File: src/hw/rtl/mcmf_pkg.sv
// ----------------------------------------------------------------------------
// mcmf_pkg
// Shared types and constants of the multi-channel message fifo unit.
// ----------------------------------------------------------------------------
package mcmf_pkg;

    // default geometry
    localparam int NUM_PIPES_DEF      = 8;
    localparam int SLOTS_PER_PIPE_DEF = 32;
    localparam int SLOT_BYTES_DEF     = 64;

    // staged byte count saturates here
    localparam logic [6:0] STAGE_MAX = 7'd127;

    typedef enum logic [1:0] {
        OP_WRITE = 2'd0,
        OP_READ  = 2'd1,
        OP_COUNT = 2'd2,
        OP_NONE  = 2'd3
    } op_t;

    typedef enum logic [2:0] {
        ST_WRITTEN   = 3'd0,
        ST_FULL      = 3'd1,
        ST_BAD_LEN   = 3'd2,
        ST_READ_BYTE = 3'd3,
        ST_EMPTY     = 3'd4,
        ST_INFO      = 3'd5
    } status_t;

    typedef enum logic [1:0] {
        S_IDLE  = 2'd0,
        S_PTR   = 2'd1,
        S_LEN   = 2'd2,
        S_BYTES = 2'd3
    } state_t;

    // pointer table access
    typedef struct packed {
        logic rd_en;
        logic wr_en;
    } ptr_cmd_t;

    // message store access
    typedef struct packed {
        logic data_we;
        logic data_re;
        logic len_we;
        logic len_re;
    } store_cmd_t;

endpackage

File: src/hw/rtl/mcmf_ptr_table.sv
// ----------------------------------------------------------------------------
// mcmf_ptr_table
// Per-queue write and read slot indexes in a synchronous memory with
// registered read data; per-entry valid bits make a fresh entry read as zero.
// ----------------------------------------------------------------------------
module mcmf_ptr_table #(
    parameter int NUM_PIPES      = mcmf_pkg::NUM_PIPES_DEF,
    parameter int SLOTS_PER_PIPE = mcmf_pkg::SLOTS_PER_PIPE_DEF,
    localparam int PIPE_W        = (NUM_PIPES > 1) ? $clog2(NUM_PIPES) : 1,
    localparam int IDX_W         = $clog2(SLOTS_PER_PIPE)
) (
    input  logic                clk,
    input  logic                rst_n,
    input  mcmf_pkg::ptr_cmd_t  cmd,
    input  logic [PIPE_W-1:0]   addr,
    input  logic [IDX_W-1:0]    wr_wptr,
    input  logic [IDX_W-1:0]    wr_rptr,
    output logic [IDX_W-1:0]    rd_wptr,
    output logic [IDX_W-1:0]    rd_rptr
);

    logic [2*IDX_W-1:0] mem [NUM_PIPES];
    logic [NUM_PIPES-1:0] valid_reg;
    logic [2*IDX_W-1:0] rdata_reg;
    logic rvalid_reg;

    // memory array
    always_ff @(posedge clk)
    begin
        if (cmd.wr_en)
        begin
            mem[addr] <= {wr_wptr, wr_rptr};
        end
        if (cmd.rd_en)
        begin
            rdata_reg <= mem[addr];
        end
    end

    // valid bits and registered valid of the read
    always_ff @(posedge clk or negedge rst_n)
    begin
        if (!rst_n)
        begin
            valid_reg  <= '0;
            rvalid_reg <= 1'b0;
        end
        else
        begin
            if (cmd.wr_en)
            begin
                valid_reg[addr] <= 1'b1;
            end
            if (cmd.rd_en)
            begin
                rvalid_reg <= valid_reg[addr];
            end
        end
    end

    // unwritten entry reads as zero
    assign rd_wptr = rvalid_reg ? rdata_reg[2*IDX_W-1:IDX_W] : '0;
    assign rd_rptr = rvalid_reg ? rdata_reg[IDX_W-1:0] : '0;

endmodule

File: config.mk
export PLATFORM = sky130hd
export DESIGN_NAME = mcmf_ptr_table
export DESIGN_NICKNAME = d
export VERILOG_FILES = /design/src/hw/rtl/mcmf_pkg.sv /design/src/hw/rtl/mcmf_ptr_table.sv
export SDC_FILE = /design/constraint.sdc
export NUM_CORES = 1
export LEC_CHECK = 0
export ABC_AREA = 1
export ABC_CLOCK_PERIOD_IN_PS = 1500
export BUFFER_PORTS_ARGS = -buffer_cell sky130_fd_sc_hd__buf_2
export CAP_MARGIN = 20
export CORE_ASPECT_RATIO = 1.75
export CORE_MARGIN = 4
export CORE_UTILIZATION = 55
export DETAILED_ROUTE_END_ITERATION = 8
export HOLD_SLACK_MARGIN = 0.06
export MAX_ROUTING_LAYER = met4
export PLACE_DENSITY = 0.74
export SYNTH_ARGS = -nofsm -noshare
export SYNTH_HDL_FRONTEND = slang
export SYNTH_SLANG_ARGS = --single-unit
File: constraint.sdc
create_clock -name clk -period 1.5 [get_ports clk]
set_clock_uncertainty 0.15 [all_clocks]
set_input_delay 0.075 -clock clk [delete_from_list [all_inputs] [get_ports clk]]
set_output_delay 0.075 -clock clk [all_outputs]
set_load 0.05 [all_outputs]
* Yosys cells after proc, flatten, opt, wreduce, memory -nomap -nowiden
Memory sizes are Yosys's and may differ from the RTL's. A register that Yosys moved wholly into a read port is not among the register bits. Cells that the tools add are included.
Word-level totals: register bits 9, latch bits 0, memory bits (writable) 80, memory bits (read-only) 0, input bits 17, output and inout port bits 10, logic and storage cells 15, memories 1
Operators by class: $add $sub $neg 0, multipliers 0, divide/modulo/power cells 0, order comparisons 2, eq/ne operators 0, shifts and indexed selects 0, mux-type cells 8, bitwise gates (word level) 1, reductions and logical operators 1
Memory list:
- mem | words 8, bits a word 10, rd ports 1, clocked after memory_dff 1, write ports 1, line mcmf_ptr_table.sv:22 | logic [2*IDX_W-1:0] mem [NUM_PIPES];
Operator list (count):
- $mux 5 | 2
- $or 8x8->8 | 1
- $lt 3x4->1 const B | 1
- $mux 1 | 4
- $bmux 1 s3 | 1
- $demux 1 s3 | 1
- $ge 3x1->1 const B | 1
- $logic_and 1x1->1 | 1

* Longest topological paths before layout
word-level depth 5, depth in mapped cells 8, gate-level depth less buffers 7

* Worst setup path after synthesis
OpenSTA, ideal clock, no wires.
kind input to register, start input port addr[0], end memory mem[1][0] in the netlist's numbering, enable pin, library setup time 0.376 ns, arrival 1.022 ns, data required time 0.974 ns, setup slack -0.048 ns, stages on the path 4, path buffers 2, cells stage by stage buf_2 -> buf_2 -> nand2_1 -> nor2_1
RTL lines:
- start: declaration | line mcmf_ptr_table.sv:15 | input logic [PIPE_W-1:0] addr,
- end: declaration | line mcmf_ptr_table.sv:22
No word-level cell before the write port.

* Worst setup path after layout
start register rvalid_reg, end output port rd_wptr[4]
On the way: longest elaborated chain between the ends 1
RTL lines:
- start: declaration | line mcmf_ptr_table.sv:25 | logic rvalid_reg;
- start signal: assignment | line mcmf_ptr_table.sv:56 | rvalid_reg <= valid_reg[addr];
- $mux 5 | line mcmf_ptr_table.sv:62 | assign rd_wptr = rvalid_reg ? rdata_reg[2*IDX_W-1:IDX_W] : '0;
- end: declaration | line mcmf_ptr_table.sv:18 | output logic [IDX_W-1:0] rd_wptr,
Every way passes these cells.

==> reports/results.env <==
ANT_NETS=0
POWER_DENSITY_CELLS_nW_PER_UM2=1240
MIN_PATH_TYPE='in2reg'
DRT_PRE_ANTENNA_ITERS=6
FINAL_PERIOD_MINUS_WORST_SETUP_SLACK_PS=1420
REPORT.FINAL.SLEW_VIOL_COUNT=0
SYNTHARSTFLOPSHARE=0.0909
P_SW_mW=1.26
CTSROOTBUFFERMASTER='sky130_fd_sc_hd__clkbuf_16'
YS_DOMINANT_REG_CELL='sky130_fd_sc_hd__edfxtp_1'
WORST_IR_DROP_VDD_uV=1180
SYNTH_LARGEST_TYPE_AREA_FRACTION=0.677
SYNTH-SEQ-AREA-SHARE=0.734
GRT_PASS1_VIAS=2564
MAXIMUM_CLOCK_FREQUENCY_GHz=0.705
FINAL_DESIGN_AREA_NO_FILL_UM2=4830
DRT_ITER0_DRC=268
CLKSINKCOUNT=99
CLOCK_POWER_SHARE=0.390
SYNTHXORXNORAREAFRAC=0
RESULT_OF_THE_RUN='finished clean'
WIRE_LENGTH_OF_THE_FIRST_GLOBAL_ROUTING_PASS_MM=12.7
TOTAL_NETS_AFTER_SYNTHESIS=371
P_LEAK_nW=2.02
TOTAL_POWER_mW=5.98
BOUNDARYPINS=27
MAX_CAP_VIOLATIONS=0
GP_CONGESTION=0.838
DIE_WIDTH_UM=72.4
LARGEST_REGISTER_FF_COUNT=80
DRC=0
INITIAL_UTILIZATION=0.574
REGISTER_TO_REGISTER_PATH_DEPTH=5
PORT-BUFFER-COUNT=26
FINALSETUPVIOLATIONS=0
CP-ENDPOINT='rd_wptr[4]'
CLK_TRANSITION_REPORTED_PATHS_PS=60
WORST-R2R-SETUP-SLACK_PS=200
GRT_ANTENNA_BEFORE_REPAIR=0
NET_COUNT_OF_THE_FINISHED_LAYOUT=433
CLKLATENCYLATEPIN_PS=340
CRIT_START='rvalid_reg'
YOSYSMOSTFREQUENTCELL='sky130_fd_sc_hd__nand2_1'
SETUP.WORST_PATH.START_CLASS='register'
MAX_SLEW.WORST_PIN.SLEW_PS=447
ROUTE.VIAS.TOTAL=2631
WORSTREG2REGEND='rdata_reg[7]'
GRT_MAX_DEGREE=35
DATA_REQUIRED_TIME_AT_THE_WORST_ENDPOINT_PS=1270
POST_SYNTH_FA_HA_MAJ_AREA_FRACTION=0
LAYOUT_WORST_PATH_CYCLE_SHARE=0.945
CHIPHEIGHT_UM=121
CTS-HTREE-LEVELS=3
CORE-AREA_UM2=6960
SYNTH_COMMONEST_CELLS='100 x sky130_fd_sc_hd__nand2_1, 90 x sky130_fd_sc_hd__edfxtp_1, 46 x sky130_fd_sc_hd__inv_1, 39 x sky130_fd_sc_hd__nor2_1, 24 x sky130_fd_sc_hd__o21ai_0'
SHARE_COMB_OF_TOTAL_POWER=0.083
HOLD_PATH_STARTPOINT='addr[0]'
POST-CTS-SETUP-BUFFERS=0
TRITONCTS_CLOCK_TREE='yes'
PLACE_AREA_UM2=4350
AREA_GROWTH_SYN_TO_LAYOUT_PCT=21.1
WORSTREG2REGSTART='mem[4][7]'
LARGEST_FAMILY_OF_LOGIC_CELLS_BY_SYNTHESIZED_AREA='simple AND/OR/NAND/NOR gates'
CTS-ROOT-TO-SINK-BUFFERS=2
AVGVIACOUNTPERCELL=5.21
POSTSYNTHAREAPERCELL_UM2=11.3
N_FILL_CELL=483
TIMING.SLEW.HEADROOM=0.701
SYNTH_COMPOUND_GATE_AREA_SHARE=0.0530
ROUTED_WL_MM=7.91
SYNTHSIMPLEGATEAREAFRAC=0.153
OVERFLOW=0
SYN-INSTANCE-COUNT=354
CRITICAL_PATH_TYPE='reg2out'
NUMBER_OF_FLOPS_MAPPED_TO_ENABLE_CELLS_BY_YOSYS=90
CTS_MADE_BUFFERS=9
YS_SEQ_ELEMENTS=99
CRITICAL_PATH_PEAK_FANOUT=11
SYNTH_TOP_CELLS_BY_AREA='sky130_fd_sc_hd__edfxtp_1 68%, sky130_fd_sc_hd__nand2_1 9.4%, sky130_fd_sc_hd__dfrtp_1 5.6%'
DRIVE_GT1_FRAC=0.169
WORSTSETUPENDPOINTTYPE='primary output'
NETLIST.TOP_CELL.BY_AREA='sky130_fd_sc_hd__edfxtp_1'
DIE-AREA_UM2=8740
SYN-CELL-AREA_UM2=3990
CRITPATHARRIVALTIME_PS=1190
ANT_DIODES=0
YOSYS_WARNINGS=0
DETAILED_PLACE_HPWL_MM=5.24
POWER.SWITCHING_FRACTION=0.210
SHARE_OF_SYNTHESIZED_AREA_SPENT_ON_MULTIPLEXERS=0
WIRE_PER_INST_UM=15.7
REPORT.FINAL.HOLD_VIOL_COUNT=0
CORE.ROWCOUNT=40
GRT_USAGE=0.206
YS_TYPES=15
P_INT_mW=4.72
P_SEQ_FRAC=0.527
GRT_SETUP_UNREPAIRED='false'
-- cells in the final DEF (no fill, tap or decap) --
cell / instances
sky130_fd_sc_hd__nand3_1: 8
sky130_fd_sc_hd__nand4_1: 4
sky130_fd_sc_hd__dlygate4sd3_1: 15
sky130_fd_sc_hd__edfxtp_1: 90
sky130_fd_sc_hd__dfrtp_2: 1
sky130_fd_sc_hd__clkinvlp_4: 1
sky130_fd_sc_hd__clkinv_1: 2
sky130_fd_sc_hd__inv_1: 46
sky130_fd_sc_hd__clkbuf_4: 1
sky130_fd_sc_hd__nor2_1: 36
sky130_fd_sc_hd__buf_4: 18
sky130_fd_sc_hd__clkinv_2: 1
sky130_fd_sc_hd__nand2_1: 99
sky130_fd_sc_hd__buf_2: 25
sky130_fd_sc_hd__inv_2: 1
sky130_fd_sc_hd__bufinv_16: 2
sky130_fd_sc_hd__buf_12: 2
sky130_fd_sc_hd__o22ai_1: 5
sky130_fd_sc_hd__a21oi_1: 12
sky130_fd_sc_hd__buf_6: 2
sky130_fd_sc_hd__o21ai_0: 24
sky130_fd_sc_hd__clkbuf_1: 1
sky130_fd_sc_hd__nand2_2: 1
sky130_fd_sc_hd__clkbuf_16: 9
sky130_fd_sc_hd__dfrtp_1: 8
sky130_fd_sc_hd__nor2_2: 3
sky130_fd_sc_hd__or2_2: 4
-- kinds of logic after synthesis --
family          Yosys count
simple gates            155
flops                    99
buf+inv                  59
compound gates           41
-- worst max-delay path, cell delays in order, from the launching register on --
cell and delay [ps]:
sky130_fd_sc_hd__dfrtp_2 480, sky130_fd_sc_hd__nand2_1 80, sky130_fd_sc_hd__inv_1 50, sky130_fd_sc_hd__buf_2 250
-- power by group through the flow --
stage	registers [mW]	clock network (mW)	logic, mW
floorplan	3.19	0	0.290
global placement	3.21	0	0.449
detailed placement	3.21	0	0.458
CTS	3.15	2.37	0.492
global route	3.16	2.50	0.545
finish	3.15	2.33	0.494
-- what timing repair did --
item | in CTS | in global routing
hold endpoints to repair | 105 | 0
endpoints found under the setup margin | 10 | 27
hold buffers | 16 | 0
resized for setup | 1 | 7
pin swaps | 0 | 1
-- layer usage --
layer  up-vias  global-route usage  routed length, um
met5         -                   -                  0
met4         0               0.109                213
met3        15              0.0349                403
met2        87               0.342               4260
met1      1240               0.235               3030
li1       1289                   -                  -
-- worst min path at each step --
stage                         to  slack (ps)  cells after the start
floorplan             rvalid_reg        -370                      0
global placement    valid_reg[3]        -220                      1
detailed placement  valid_reg[3]        -210                      1
CTS                 valid_reg[3]          70                      3
global route        valid_reg[3]          70                      3
finish              valid_reg[1]          60                      3
-- layout make-up --
cell class                      instances  area, um^2  area share
Tap cell                               84         105      0.0217
Sequential cell                        99        2930       0.606
Clock buffer                           10         229      0.0474
Timing Repair Buffer                   63         480      0.0994
Inverter                               47         176      0.0365
Clock inverter                          6        80.1      0.0166
Multi-Input combinational cell        196         833       0.172
-- stage by stage --
step	setup WS (ps)	TNS, ps	utilization	std cells	hold slack [ps]
finish	82.4	0	0.695	505	57.1
global route	0.617	0	0.695	505	73.4
CTS	15.6	0	0.693	506	69.9
detailed placement	93.9	0	0.626	474	-207
global placement	95.9	0	0.626	474	-215
floorplan	-48.4	-1800	-	354	-371
(Power assumes the default switching activity.)
